[config.mk]
export PLATFORM = sky130hd
export DESIGN_NAME = sideband_masked_write_handshake_core
export DESIGN_NICKNAME = d
export VERILOG_FILES = /design/src/sv/smwh_pkg.sv /design/src/sv/smwh_cfg.sv /design/src/sv/smwh_step.sv /design/src/sv/sideband_masked_write_handshake_core.sv
export SDC_FILE = /design/constraint.sdc
export NUM_CORES = 1
export LEC_CHECK = 0
export BUFFER_PORTS_ARGS = -buffer_cell sky130_fd_sc_hd__buf_2
export CAP_MARGIN = 15
export CELL_PAD_IN_SITES_DETAIL_PLACEMENT = 1
export CELL_PAD_IN_SITES_GLOBAL_PLACEMENT = 2
export CORE_AREA = 2 2 168 170
export CTS_CLUSTER_DIAMETER = 120
export DETAILED_ROUTE_END_ITERATION = 10
export DIE_AREA = 0 0 170 172
export PLACE_DENSITY = 0.88
export SKIP_LAST_GASP = 1
export SLEW_MARGIN = 20
export SYNTH_ARGS = -nofsm -noshare
export SYNTH_HDL_FRONTEND = slang
export SYNTH_SLANG_ARGS = --single-unit
[constraint.sdc]
create_clock -name clk -period 10.3 [get_ports clk]
set_input_delay 0.515 -clock clk [delete_from_list [all_inputs] [get_ports clk]]
set_output_delay 0.515 -clock clk [all_outputs]
set_load 0.01 [all_outputs]
[src/sv/smwh_pkg.sv]
`default_nettype none

package smwh_pkg;

  localparam int CFG_IDX_W = 2;

  // Configuration register indexes
  localparam logic [CFG_IDX_W-1:0] CFG_SELECT_TMO  = 2'd0;
  localparam logic [CFG_IDX_W-1:0] CFG_STROBE_TMO  = 2'd1;
  localparam logic [CFG_IDX_W-1:0] CFG_RELEASE_TMO = 2'd2;

  localparam logic [15:0] SELECT_TMO_RST  = 16'd500;
  localparam logic [15:0] STROBE_TMO_RST  = 16'd10;
  localparam logic [15:0] RELEASE_TMO_RST = 16'd5;

  // Session phases
  localparam logic [1:0] PH_IDLE    = 2'd0;
  localparam logic [1:0] PH_SELECT  = 2'd1;
  localparam logic [1:0] PH_STROBE  = 2'd2;
  localparam logic [1:0] PH_RELEASE = 2'd3;

  // Command codes
  localparam logic [7:0] CMD_ADDR   = 8'h10;
  localparam logic [7:0] CMD_DATA_L = 8'h11;
  localparam logic [7:0] CMD_DATA_H = 8'h12;
  localparam logic [7:0] CMD_MASK_L = 8'h13;
  localparam logic [7:0] CMD_MASK_H = 8'h14;

  typedef struct packed {
    logic [15:0] select_tmo;
    logic [15:0] strobe_tmo;
    logic [15:0] release_tmo;
  } cfg_t;

  typedef struct packed {
    logic       start_req;
    logic       select_pin;
    logic       strobe_pin;
    logic [7:0] command_code;
    logic [7:0] data_low;
    logic [7:0] data_high;
    logic [5:0] flag_bits;
    logic       unit_tick;
  } item_in_t;

  typedef struct packed {
    logic        ack_pin;
    logic        write_valid;
    logic [15:0] write_address;
    logic [31:0] write_mask;
    logic [31:0] write_data;
    logic        session_active;
    logic        timed_out;
  } item_out_t;

  typedef struct packed {
    logic [1:0]  phase;
    logic [15:0] wait_count;
    logic [31:0] held_mask;
    logic [31:0] held_data;
    logic [15:0] held_address;
    logic        ack_level;
  } sess_state_t;

endpackage

`default_nettype wire

[src/sv/smwh_cfg.sv]
`default_nettype none

module smwh_cfg
  import smwh_pkg::*;
(
  input  wire logic                 clk,
  input  wire logic                 rst_n,
  input  wire logic                 cfg_we,
  input  wire logic [CFG_IDX_W-1:0] cfg_index,
  input  wire logic [15:0]          cfg_wdata,
  output cfg_t                      cfg
);

  cfg_t cfg_r;

  always_ff @(posedge clk) begin
    if (!rst_n) begin
      cfg_r.select_tmo  <= SELECT_TMO_RST;
      cfg_r.strobe_tmo  <= STROBE_TMO_RST;
      cfg_r.release_tmo <= RELEASE_TMO_RST;
    end else if (cfg_we) begin
      case (cfg_index)
        CFG_SELECT_TMO:  cfg_r.select_tmo  <= cfg_wdata;
        CFG_STROBE_TMO:  cfg_r.strobe_tmo  <= cfg_wdata;
        CFG_RELEASE_TMO: cfg_r.release_tmo <= cfg_wdata;
        default: ;  // unmapped index, dropped
      endcase
    end
  end

  assign cfg = cfg_r;

endmodule

`default_nettype wire

[src/sv/smwh_step.sv]
`default_nettype none

module smwh_step
  import smwh_pkg::*;
(
  input  wire sess_state_t st,
  input  wire item_in_t    item,
  input  wire cfg_t        cfg,
  output sess_state_t      st_nxt,
  output item_out_t        res
);

  logic [15:0] limit;
  logic [16:0] cnt_inc;
  logic        expire;
  logic [15:0] half;
  logic        wr;
  logic        tmo;

  assign half    = {item.data_high, item.data_low};
  assign cnt_inc = {1'b0, st.wait_count} + 17'd1;

  always_comb begin
    case (st.phase)
      PH_SELECT: limit = cfg.select_tmo;
      PH_STROBE: limit = cfg.strobe_tmo;
      default:   limit = cfg.release_tmo;
    endcase
  end

  // a zero limit expires on the first tick
  assign expire = item.unit_tick && (cnt_inc >= {1'b0, limit});

  always_comb begin
    st_nxt = st;
    wr     = 1'b0;
    tmo    = 1'b0;
    // shared wait step: bump or clear the tick count
    if (st.phase != PH_IDLE && item.unit_tick) begin
      st_nxt.wait_count = expire ? 16'd0 : cnt_inc[15:0];
    end
    case (st.phase)
      PH_IDLE: begin
        st_nxt.wait_count = st.wait_count;
        if (item.start_req) begin
          st_nxt.ack_level  = 1'b0;
          st_nxt.phase      = PH_SELECT;
          st_nxt.wait_count = 16'd0;
        end
      end
      PH_SELECT: begin
        if (item.select_pin) begin
          st_nxt.phase      = PH_STROBE;
          st_nxt.wait_count = 16'd0;
        end else if (expire) begin
          st_nxt.phase = PH_IDLE;
          tmo          = 1'b1;
        end
      end
      PH_STROBE: begin
        if (item.strobe_pin) begin
          case (item.command_code)
            CMD_MASK_L: st_nxt.held_mask[15:0]  = half;
            CMD_MASK_H: st_nxt.held_mask[31:16] = half;
            CMD_DATA_L: st_nxt.held_data[15:0]  = half;
            CMD_DATA_H: st_nxt.held_data[31:16] = half;
            CMD_ADDR: begin
              st_nxt.held_address = half;
              wr                  = !item.flag_bits[0];
            end
            default: ;
          endcase
          st_nxt.ack_level  = 1'b1;
          st_nxt.phase      = PH_RELEASE;
          st_nxt.wait_count = 16'd0;
        end else if (expire) begin
          st_nxt.phase = PH_IDLE;
          tmo          = 1'b1;
        end
      end
      default: begin
        if (!item.strobe_pin) begin
          st_nxt.ack_level  = 1'b0;
          st_nxt.phase      = PH_SELECT;
          st_nxt.wait_count = 16'd0;
        end else if (expire) begin
          st_nxt.phase = PH_IDLE;  // ack stays high
          tmo          = 1'b1;
        end
      end
    endcase
  end

  always_comb begin
    res.ack_pin        = st_nxt.ack_level;
    res.write_valid    = wr;
    res.write_address  = wr ? st_nxt.held_address : 16'd0;
    res.write_mask     = wr ? st_nxt.held_mask    : 32'd0;
    res.write_data     = wr ? st_nxt.held_data    : 32'd0;
    res.session_active = (st_nxt.phase != PH_IDLE);
    res.timed_out      = tmo;
  end

endmodule

`default_nettype wire

[src/sv/sideband_masked_write_handshake_core.sv]
`default_nettype none

// Sideband masked-write handshake slave. Each input item is one sampled cycle
// of the partner's pins (select, strobe, command byte, two data bytes, flags)
// plus a timeout-unit tick and a start request; each item yields exactly one
// result item with the acknowledge level, an optional masked write request
// (address, 32-bit mask, 32-bit data) and session/timeout status. Items flow
// at one per clock unless the result stalls: an item sits in the input
// register, the session step logic runs in a single pass, and the result
// lands in the output register, so out_valid rises once it is registered.
// The rate is set by the session state update, registered as items advance.
// A stalled result holds the pipe; the input register still takes an item
// while empty or while the result register is empty or draining. Timeout
// registers (select, strobe, release; reset 500, 10 and 5 units) are written
// through cfg_*, by the user only while the block is idle (not enforced).

module sideband_masked_write_handshake_core
  import smwh_pkg::*;
(
  input  wire logic                 clk,
  input  wire logic                 rst_n,

  input  wire logic                 cfg_we,
  input  wire logic [CFG_IDX_W-1:0] cfg_index,
  input  wire logic [15:0]          cfg_wdata,

  input  wire logic                 in_valid,
  output      logic                 in_ready,
  input  wire logic                 in_start_req,
  input  wire logic                 in_select_pin,
  input  wire logic                 in_strobe_pin,
  input  wire logic [7:0]           in_command_code,
  input  wire logic [7:0]           in_data_low,
  input  wire logic [7:0]           in_data_high,
  input  wire logic [5:0]           in_flag_bits,
  input  wire logic                 in_unit_tick,

  output      logic                 out_valid,
  input  wire logic                 out_ready,
  output      logic                 out_ack_pin,
  output      logic                 out_write_valid,
  output      logic [15:0]          out_write_address,
  output      logic [31:0]          out_write_mask,
  output      logic [31:0]          out_write_data,
  output      logic                 out_session_active,
  output      logic                 out_timed_out
);

  cfg_t        cfg;
  item_in_t    item_r;
  logic        item_vld_r;
  logic        item_vld_nxt;
  item_out_t   res_r;
  item_out_t   res_nxt;
  logic        res_vld_r;
  logic        res_vld_nxt;
  sess_state_t st_r;
  sess_state_t st_nxt;
  logic        stage_go;
  logic        in_take;

  smwh_cfg u_cfg (
    .clk       (clk),
    .rst_n     (rst_n),
    .cfg_we    (cfg_we),
    .cfg_index (cfg_index),
    .cfg_wdata (cfg_wdata),
    .cfg       (cfg)
  );

  smwh_step u_step (
    .st     (st_r),
    .item   (item_r),
    .cfg    (cfg),
    .st_nxt (st_nxt),
    .res    (res_nxt)
  );

  // the held item advances when the result register is free or being taken
  assign stage_go = item_vld_r && (!res_vld_r || out_ready);
  assign in_ready = !item_vld_r || stage_go;
  assign in_take  = in_valid && in_ready;

  always_comb begin
    item_vld_nxt = item_vld_r;
    if (in_take) begin
      item_vld_nxt = 1'b1;
    end else if (stage_go) begin
      item_vld_nxt = 1'b0;
    end
    res_vld_nxt = res_vld_r;
    if (stage_go) begin
      res_vld_nxt = 1'b1;
    end else if (out_ready) begin
      res_vld_nxt = 1'b0;
    end
  end

  always_ff @(posedge clk) begin
    if (!rst_n) begin
      item_vld_r <= 1'b0;
      res_vld_r  <= 1'b0;
      st_r       <= '0;  // idle, all holds clear, ack low
    end else begin
      item_vld_r <= item_vld_nxt;
      res_vld_r  <= res_vld_nxt;
      if (stage_go) begin
        st_r <= st_nxt;
      end
    end
  end

  // payload registers, no reset
  always_ff @(posedge clk) begin
    if (in_take) begin
      item_r.start_req    <= in_start_req;
      item_r.select_pin   <= in_select_pin;
      item_r.strobe_pin   <= in_strobe_pin;
      item_r.command_code <= in_command_code;
      item_r.data_low     <= in_data_low;
      item_r.data_high    <= in_data_high;
      item_r.flag_bits    <= in_flag_bits;
      item_r.unit_tick    <= in_unit_tick;
    end
    if (stage_go) begin
      res_r <= res_nxt;
    end
  end

  assign out_valid          = res_vld_r;
  assign out_ack_pin        = res_r.ack_pin;
  assign out_write_valid    = res_r.write_valid;
  assign out_write_address  = res_r.write_address;
  assign out_write_mask     = res_r.write_mask;
  assign out_write_data     = res_r.write_data;
  assign out_session_active = res_r.session_active;
  assign out_timed_out      = res_r.timed_out;

  // a timeout always ends the session
  a_tmo_ends: assert property (@(posedge clk) disable iff (!rst_n)
    (out_valid && out_timed_out) |-> !out_session_active)
    else $error("timeout reported with session still active");

  // a write is only issued on a strobe, which raises ack and enters release
  a_wr_ack: assert property (@(posedge clk) disable iff (!rst_n)
    (out_valid && out_write_valid) |-> (out_ack_pin && out_session_active
      && !out_timed_out && st_r.phase == PH_RELEASE))
    else $error("write issued outside a strobe");

  // an advancing item always produces a result next cycle
  a_go_result: assert property (@(posedge clk) disable iff (!rst_n)
    stage_go |=> out_valid)
    else $error("item advanced without a result");

  // reported activity matches the committed session phase
  a_active_phase: assert property (@(posedge clk) disable iff (!rst_n)
    out_valid |-> (out_session_active == (st_r.phase != PH_IDLE)))
    else $error("session_active disagrees with phase");

endmodule

`default_nettype wire

==> parameters.txt, run 1 <==
Parameter                              Value

Outcome
  Outcome    finished clean

Placed design
  Cell area after placement    11410 um2
  Port Buffers    137
  Routability congestion estimate from global placement    0.7963
  HPWL Detailed    18280 um

Setup path
  Endpoint of the worst register-to-register path    st_r[88]$_SDFFE_PN0P_
  Reg2Reg Depth    11
  Worst Path Required    10750 ps
  Worst setup EP type    register
  Maximum fanout encountered on the critical timing path    32
  Critical path start-end classification    register to register
  Crit path DAT    4360 ps
  Nature of the critical path startpoint    register
  Worst-case register-to-register setup slack    6390 ps
  Critical register-to-register path startpoint    st_r[98]$_SDFFE_PN0P_

STA
  Final setup fails    0
  RSZ-0062 raised after global routing    no
  Post-route fraction of the period consumed by the critical path    0.3794
  Number of endpoints with negative hold slack in the final report    0
  Least-Margin Pin Slew    1043 ps
  Fin Hold WS    124.1 ps
  Fmax    0.2559 GHz
  Final Max Slew Viols    0
  Total negative slack    0 ps
  Relative slew slack    0.3045
  Final critical-path required period    3908 ps
  Worst clock skew on the final layout    38.06 ps

Global route
  GRT Util Overall    0.1934
  Wire length of the first global-routing pass    44480 um
  Vias in the first global route    8092
  Pin count of the biggest net entering global routing    89
  Total congestion overflow after global routing    0
  Number of antenna violations at the first check in global routing    1

Clock network
  Clock latency of the later-clocked register in the worst-skew pair    560 ps
  Clock tree from TritonCTS    yes
  Count of clock tree sinks    246
  Post-cts gate resize count    0
  CTS H-tree depth    1
  Maximum root-to-sink buffer count    3
  Clock Pin Slew Worst Setup and Hold Paths    60 ps
  Post-CTS Hold Fix Bufs    0
  Setup repair bufs after CTS    0
  TritonCTS buffer count    28
  Clock root buffer    sky130_fd_sc_hd__clkbuf_16

Finish
  Highest-count cells in the layout ignoring fill and taps    sky130_fd_sc_hd__nand2_1, sky130_fd_sc_hd__buf_2, sky130_fd_sc_hd__dfxtp_1
  Area Growth Syn to Fin    16.87%
  Post-route core utilization    0.4491
  Share of post-route cells with drive strength above 1    0.1734
  Post-route cell area    12340 um2
  Filler cell count    3093
  Most common cell after layout, fill and taps aside    sky130_fd_sc_hd__nand2_1
  Nets    1251

Floorplan
  Effective utilization at floorplan    0.3843
  Area enclosed by the die boundary    29240 um2
  Site row count    61
  Top-level port count    143
  Area of the placeable core    27480 um2
  Floorplan die width    170 um
  Die boundary height    172 um

Synth
  Number of enable-type register cells in the synthesized netlist    113
  Cell type with the largest total area after synthesis    sky130_fd_sc_hd__edfxtp_1
  Register area share after synthesis    0.5735
  Synth warnings    0
  Area fraction in compound gates after synthesis    0.1024
  Top flip-flop cell by instance count after synthesis    sky130_fd_sc_hd__dfxtp_1
  Top area cells in the synthesized netlist    sky130_fd_sc_hd__edfxtp_1, sky130_fd_sc_hd__dfxtp_1, sky130_fd_sc_hd__nand2_1, sky130_fd_sc_hd__mux2i_1, sky130_fd_sc_hd__a21oi_1
  Area fraction in and, or, nand and nor cells after synthesis    0.1866
  Area share of fa/ha/maj cells after synthesis    0.02607
  Share of flip-flops with an asynchronous set or reset after synthesis    0
  Unique cell type count in the Yosys netlist    62
  Area of the mapped netlist    10560 um2
  Register bit total from synthesis    246
  Post-Synth XOR/XNOR Area    0.01161
  Synthesized area per cell    9.831 um2
  Cell count after synthesis    1074
  Fraction of post-synthesis cell area in the top cell type by area    0.3214
  Fraction of synthesized area in multiplexers    0.06067
  Syn_nets    1153
  Largest family of logic cells by synthesized area    simple AND/OR/NAND/NOR gates

Pwr
  Clock group share of total power    0.446
  Power density relative to cell area    180.0 nW/um2
  Worst VDD drop    0.0001189 V
  Switching share of power    0.2338
  LEAKAGE    4.398 nW
  Power Internal    1.702 mW
  Combinational power share    0.069
  Sw Pwr    0.5193 mW
  Power after layout    2.221 mW
  Reg power frac    0.485

Flow run
  Max capacitance violation total    0

Detailed routing
  Residual antenna-violating net count after detailed routing    0
  Number of vias per cell after detailed routing    5.217
  Routed vias    8040
  Number of optimization iterations in the first detailed-route pass    5
  Post-detailed-route wirelength per cell    18.27 um
  Final Routed Wirelength    28150 um
  DRC violation count after routing    0
  Number of DRC markers after the initial detailed-route iteration    403

Worst hold path
  HP Start    in_data_low[4]
  Worst hold path class    input port to register
  Hold EP    item_r[19]$_DFFE_PP_
  Hold path depth    1
[critical path: stages (launching register included)]
cell,delay (ps)
sky130_fd_sc_hd__dfxtp_1,440
sky130_fd_sc_hd__inv_1,130
sky130_fd_sc_hd__ha_1,910
sky130_fd_sc_hd__o21ai_0,300
sky130_fd_sc_hd__ha_1,370
sky130_fd_sc_hd__a21oi_1,160
sky130_fd_sc_hd__nor2_1,70
sky130_fd_sc_hd__a2111oi_0,430
sky130_fd_sc_hd__o2111ai_1,170
sky130_fd_sc_hd__buf_4,240
sky130_fd_sc_hd__or3b_2,480
sky130_fd_sc_hd__a21oi_1,120
[cell usage after synthesis, types with 3 or more instances]
cell                         n
sky130_fd_sc_hd__xnor2_1     9
sky130_fd_sc_hd__buf_1       4
sky130_fd_sc_hd__or3b_2      6
sky130_fd_sc_hd__buf_4       3
sky130_fd_sc_hd__and3_1      3
sky130_fd_sc_hd__a221o_1     4
sky130_fd_sc_hd__mux2i_1    64
sky130_fd_sc_hd__a21oi_1   124
sky130_fd_sc_hd__nand2_1   271
sky130_fd_sc_hd__nor2b_1     5
sky130_fd_sc_hd__edfxtp_1  113
sky130_fd_sc_hd__nand3_1    20
sky130_fd_sc_hd__xor2_1      5
sky130_fd_sc_hd__nand4_1     7
sky130_fd_sc_hd__ha_1       22
sky130_fd_sc_hd__nor2_1     83
sky130_fd_sc_hd__inv_1       8
sky130_fd_sc_hd__a22oi_1    16
sky130_fd_sc_hd__buf_2      12
sky130_fd_sc_hd__nor3_1      7
sky130_fd_sc_hd__clkbuf_1   57
sky130_fd_sc_hd__o31ai_1     3
sky130_fd_sc_hd__and2_1     20
sky130_fd_sc_hd__nand3b_1    4
sky130_fd_sc_hd__nand2b_1    3
sky130_fd_sc_hd__dfxtp_1   133
sky130_fd_sc_hd__o21ai_0    19
[final cells by class]
type / count / area, um2 / area share
timing repair buffer: 149 / 783.3 / 0.06347
tap: 346 / 432.9 / 0.03508
clock buffer: 38 / 768.2 / 0.06225
inverter: 9 / 36.28 / 0.002940
sequential: 246 / 6056 / 0.4907
multi-input combinational: 738 / 4099 / 0.3321
clock inverter: 14 / 162.7 / 0.01318
antenna: 1 / 2.502 / 0.0002028
[how the worst max path moves through the flow]
stage                          start                           end  slack [ps]  depth (start not counted)
2_1_floorplan  st_r[97]$_SDFFE_PN0P_  out_session_active$_DFFE_PP_        7050                         15
3_3_place_gp   st_r[98]$_SDFFE_PN0P_         st_r[88]$_SDFFE_PN0P_        6400                         11
3_5_place_dp   st_r[98]$_SDFFE_PN0P_         st_r[88]$_SDFFE_PN0P_        6360                         11
4_1_cts        st_r[98]$_SDFFE_PN0P_         st_r[91]$_SDFFE_PN0P_        6360                         11
5_1_grt        st_r[98]$_SDFFE_PN0P_         st_r[91]$_SDFFE_PN0P_        6030                         11
6_report       st_r[98]$_SDFFE_PN0P_         st_r[88]$_SDFFE_PN0P_        6390                         11
[flip-flops by register name (all words and copies together) (netlist names)]
| signal | count |
|---|---|
| item_vld_r | 1 |
| out_write_data | 32 |
| u_cfg.cfg | 48 |
| st_r | 83 |
| out_timed_out | 1 |
| out_write_address | 16 |
| out_ack_pin | 1 |
| out_valid | 1 |
| out_write_valid | 1 |
| item_r | 29 |
| out_write_mask | 32 |
| out_session_active | 1 |
[metal layers]
| metal | share of wire | vias to the layer above | track usage |
|---|---|---|---|
| li1 | - | 3897 | - |
| met1 | 0.44 | 3926 | 0.2445 |
| met2 | 0.50 | 182 | 0.3501 |
| met3 | 0.042 | 35 | 0.02747 |
| met4 | 0.020 | 0 | 0.04645 |
| met5 | 0 | - | 0 |
[power groups by stage]
stage	clock, mW	combinational [mW]	sequential (mW)
2_1_floorplan	0	0.0941	1.09
3_3_place_gp	0	0.153	1.10
3_5_place_dp	0	0.155	1.10
4_1_cts	1.02	0.156	1.08
5_1_grt	1.05	0.173	1.08
6_report	0.991	0.153	1.08
[through the flow]
stage,setup slack [ps],cells
floorplan,7055,1074
global placement,6395,1487
detailed placement,6363,1488
CTS,6356,1540
global route,6031,1541
finish,6392,1541
[logic make-up after synthesis]
family                     after synthesis
and+or+nand+nor                        450
buffers and inverters                   90
AOI/OAI and AO/OA                      188
xor gates and xnor gates                14
muxes                                   64
DFF                                    246
adders and majority gates               22
Note: power is estimated with default switching activity, not from simulation.
==> run 2: changes to the inputs <==
--- a/config.mk
+++ b/config.mk
@@ -9,11 +9,11 @@
 export CAP_MARGIN = 15
 export CELL_PAD_IN_SITES_DETAIL_PLACEMENT = 1
 export CELL_PAD_IN_SITES_GLOBAL_PLACEMENT = 2
-export CORE_AREA = 2 2 168 170
+export CORE_AREA = 2 2 175 177
 export CTS_CLUSTER_DIAMETER = 120
 export DETAILED_ROUTE_END_ITERATION = 10
-export DIE_AREA = 0 0 170 172
-export PLACE_DENSITY = 0.88
+export DIE_AREA = 0 0 177 179
+export PLACE_DENSITY = 0.82
 export SKIP_LAST_GASP = 1
 export SLEW_MARGIN = 20
 export SYNTH_ARGS = -nofsm -noshare
==> constraint.sdc (replaced) <==
create_clock -name clk -period 3.75 [get_ports clk]
set_input_delay 0.1875 -clock clk [delete_from_list [all_inputs] [get_ports clk]]
set_output_delay 0.1875 -clock clk [all_outputs]
set_load 0.01 [all_outputs]
==> run 2 against run 1 <==
Against the previous run:
- final cell count rose by 8.0%
- hold slack got worse by 69 ps
- global-route usage fell by 1.3 points
- sequential power rose to 2.7 times the previous value
- critical path depth rose by 3
- combinational power rose to 3.2 times the previous value
- via count rose by 1.8%
- total power rose to 2.7 times the previous value
- sequential cell count did not move
- setup slack got worse by 6000 ps
- sequential share of layout area fell by 2.7 points
- critical path type unchanged
- critical endpoint unchanged
- largest cell class unchanged
- largest power group unchanged
==> parameters.txt, run 2 (synthesized netlist as in run 1, its figures left out) <==
Parameter                              Value

Outcome
  Outcome    finished clean

Detailed routing
  Post-detailed-route wirelength per cell    17.19 um (-5.9%)
  DRC violation count after routing    0 (unchanged)
  Number of DRC markers after the initial detailed-route iteration    330 (-18%)
  Final Routed Wirelength    28600 um (+1.6%)
  Number of vias per cell after detailed routing    4.916 (-5.8%)
  Residual antenna-violating net count after detailed routing    0 (unchanged)
  Number of optimization iterations in the first detailed-route pass    4 (-1)
  Routed vias    8181 (+1.8%)

Pwr
  Power density relative to cell area    458.9 nW/um2 (+150%)
  Power after layout    5.995 mW (+170%)
  LEAKAGE    4.715 nW (+7.2%)
  Worst VDD drop    0.0003208 V (+170%)

Setup path
  Worst-case register-to-register setup slack    390 ps (-6000 ps)
  Nature of the critical path startpoint    register
  Worst Path Required    4220 ps (-6530 ps)
  Worst path buffer plus inverter count    3 (+1)
  Critical path start-end classification    register to register
  Delay of the slowest cell on the worst path    460 ps (-450 ps)
  Maximum fanout encountered on the critical timing path    14 (-56%)
  CP top delay family    compound AO/OA/AOI/OAI gates
  Critical-path top delay cell    sky130_fd_sc_hd__or3b_2
  Crit. path cell count    14 (+3)
  Reg2Reg Depth    14 (+3)
  Worst setup EP type    register
  CP cell instances    inv_1 -> ha_1 -> buf_12 -> a22oi_1 -> nand2_1 -> o21ai_0 -> ha_1 -> a21oi_1 -> nor3_1 -> a2111oi_1 -> o2111ai_1 -> buf_4 -> or3b_2 -> a21oi_1
  Crit path DAT    3830 ps (-530 ps)

Clock network
  Clock root buffer    sky130_fd_sc_hd__clkbuf_16
  Clock latency of the later-clocked register in the worst-skew pair    560 ps (about the same)
  Count of clock tree sinks    246 (unchanged)
  Clock tree from TritonCTS    yes
  CTS H-tree depth    1 (unchanged)
  Setup repair bufs after CTS    0 (unchanged)
  Maximum root-to-sink buffer count    3 (unchanged)
  Clock Pin Slew Worst Setup and Hold Paths    60 ps (about the same)
  TritonCTS buffer count    28 (unchanged)

Finish
  Share of post-route cells with drive strength above 1    0.1822 (+0.008810)
  Number of antenna diodes    0 (-1)
  Most common cell after layout, fill and taps aside    sky130_fd_sc_hd__nand2_1
  Register bank with the most flops    st_r
  Area Growth Syn to Fin    23.72%
  Post-route core utilization    0.4350 (-0.01409)
  Max FFs per register    83 (unchanged)
  Highest-count cells in the layout ignoring fill and taps    sky130_fd_sc_hd__nand2_1, sky130_fd_sc_hd__buf_2, sky130_fd_sc_hd__dfxtp_1
  Nets    1325 (+5.9%)

Floorplan
  Die boundary height    179 um (+4.1%)
  Area of the placeable core    30030 um2 (+9.3%)
  Site row count    64 (+4.9%)
  Area enclosed by the die boundary    31680 um2 (+8.4%)
  Top-level port count    143 (unchanged)
  Floorplan die width    177 um (+4.1%)
  Effective utilization at floorplan    0.3516 (-0.03266)

STA
  Worst clock skew on the final layout    17.76 ps (-20.30 ps)
  Final Max Slew Viols    0 (unchanged)
  Number of endpoints with negative hold slack in the final report    0 (unchanged)
  Least-Margin Pin Slew    860.6 ps (-182.6 ps)
  Relative slew slack    0.4262 (+0.1217)
  Post-route fraction of the period consumed by the critical path    0.8967 (+0.5173)
  Final setup fails    0 (unchanged)
  Total negative slack    0 ps (unchanged)
  Fmax    0.2974 GHz (+16%)
  Fin Hold WS    55.22 ps (-68.86 ps)
  RSZ-0062 raised after global routing    no
  Final critical-path required period    3363 ps (-545.6 ps)

Global route
  Pin count of the biggest net entering global routing    75 (-16%)
  Vias in the first global route    8355 (+3.3%)
  GRT Util Overall    0.1806 (-0.01288)
  Number of antenna violations at the first check in global routing    0 (-1)
  Wire length of the first global-routing pass    45060 um (+1.3%)
  Total congestion overflow after global routing    0 (unchanged)

Flow run
  Max capacitance violation total    0 (unchanged)

Worst hold path
  Hold path depth    2 (+1)
  Worst hold path class    input port to register

Placed design
  Routability congestion estimate from global placement    0.7514 (-5.6%)
  HPWL Detailed    18870 um (+3.2%)
  Port Buffers    137 (unchanged)
-- run 2: power by group --
part	internal [mW]	total [mW]	switching [mW]
clock	1.44	2.54	1.10
sequential	2.89	2.96	0.0666
combinational	0.199	0.493	0.294
total	4.53	5.99	1.46
-- run 2: cell type report --
class	count	area, um2
clock buffer	41	779.5
clock inverter	11	78.83
fill	3444	16970
inverter	9	36.28
multi-input combinational	738	4104
sequential	246	6056
tap	396	495.5
timing repair buffer	223	1514
-- run 2: path summary, 6_finish.rpt --
kind	from	to
max	st_r[98]$_SDFFE_PN0P_	st_r[88]$_SDFFE_PN0P_
min	rst_n	u_cfg.cfg[34]$_SDFFE_PN1P_
max reg2reg	st_r[98]$_SDFFE_PN0P_	st_r[88]$_SDFFE_PN0P_
min reg2reg	u_cfg.cfg[14]$_SDFFE_PN0P_	u_cfg.cfg[14]$_SDFFE_PN0P_
-- run 2: routing by layer --
metal	global-route usage	share of wire
met5	0	0
met3	0.02290	0.036
met2	0.3319	0.51
met4	0.05234	0.022
met1	0.2203	0.44
-- run 2: timing repair --
item | 4_1_cts | 5_1_grt
endpoints found under the setup margin | 0 | 4
endpoints found under the hold margin | 79 | 0
resized for setup | 0 | 1
hold buffers | 48 | 0
-- run 2: through the flow --
stage	cells	instance area [um2]	setup WS [ps]
after global placement	1564	11720	402.2
after floorplan	1074	10560	504.9
after global routing	1664	13060	14.18
after CTS	1664	13060	321.2
after detailed placement	1564	11720	349.4
final	1664	13060	387.3
-- run 2: worst register-to-register path, delay by kind of cell, from the launching register on --
kind	cells	cell delay, ps
DFF	1	420
adders and majority gates	2	570
buffers and inverters	3	510
AOI/OAI and AO/OA	6	1190
and+or+nand+nor	3	600
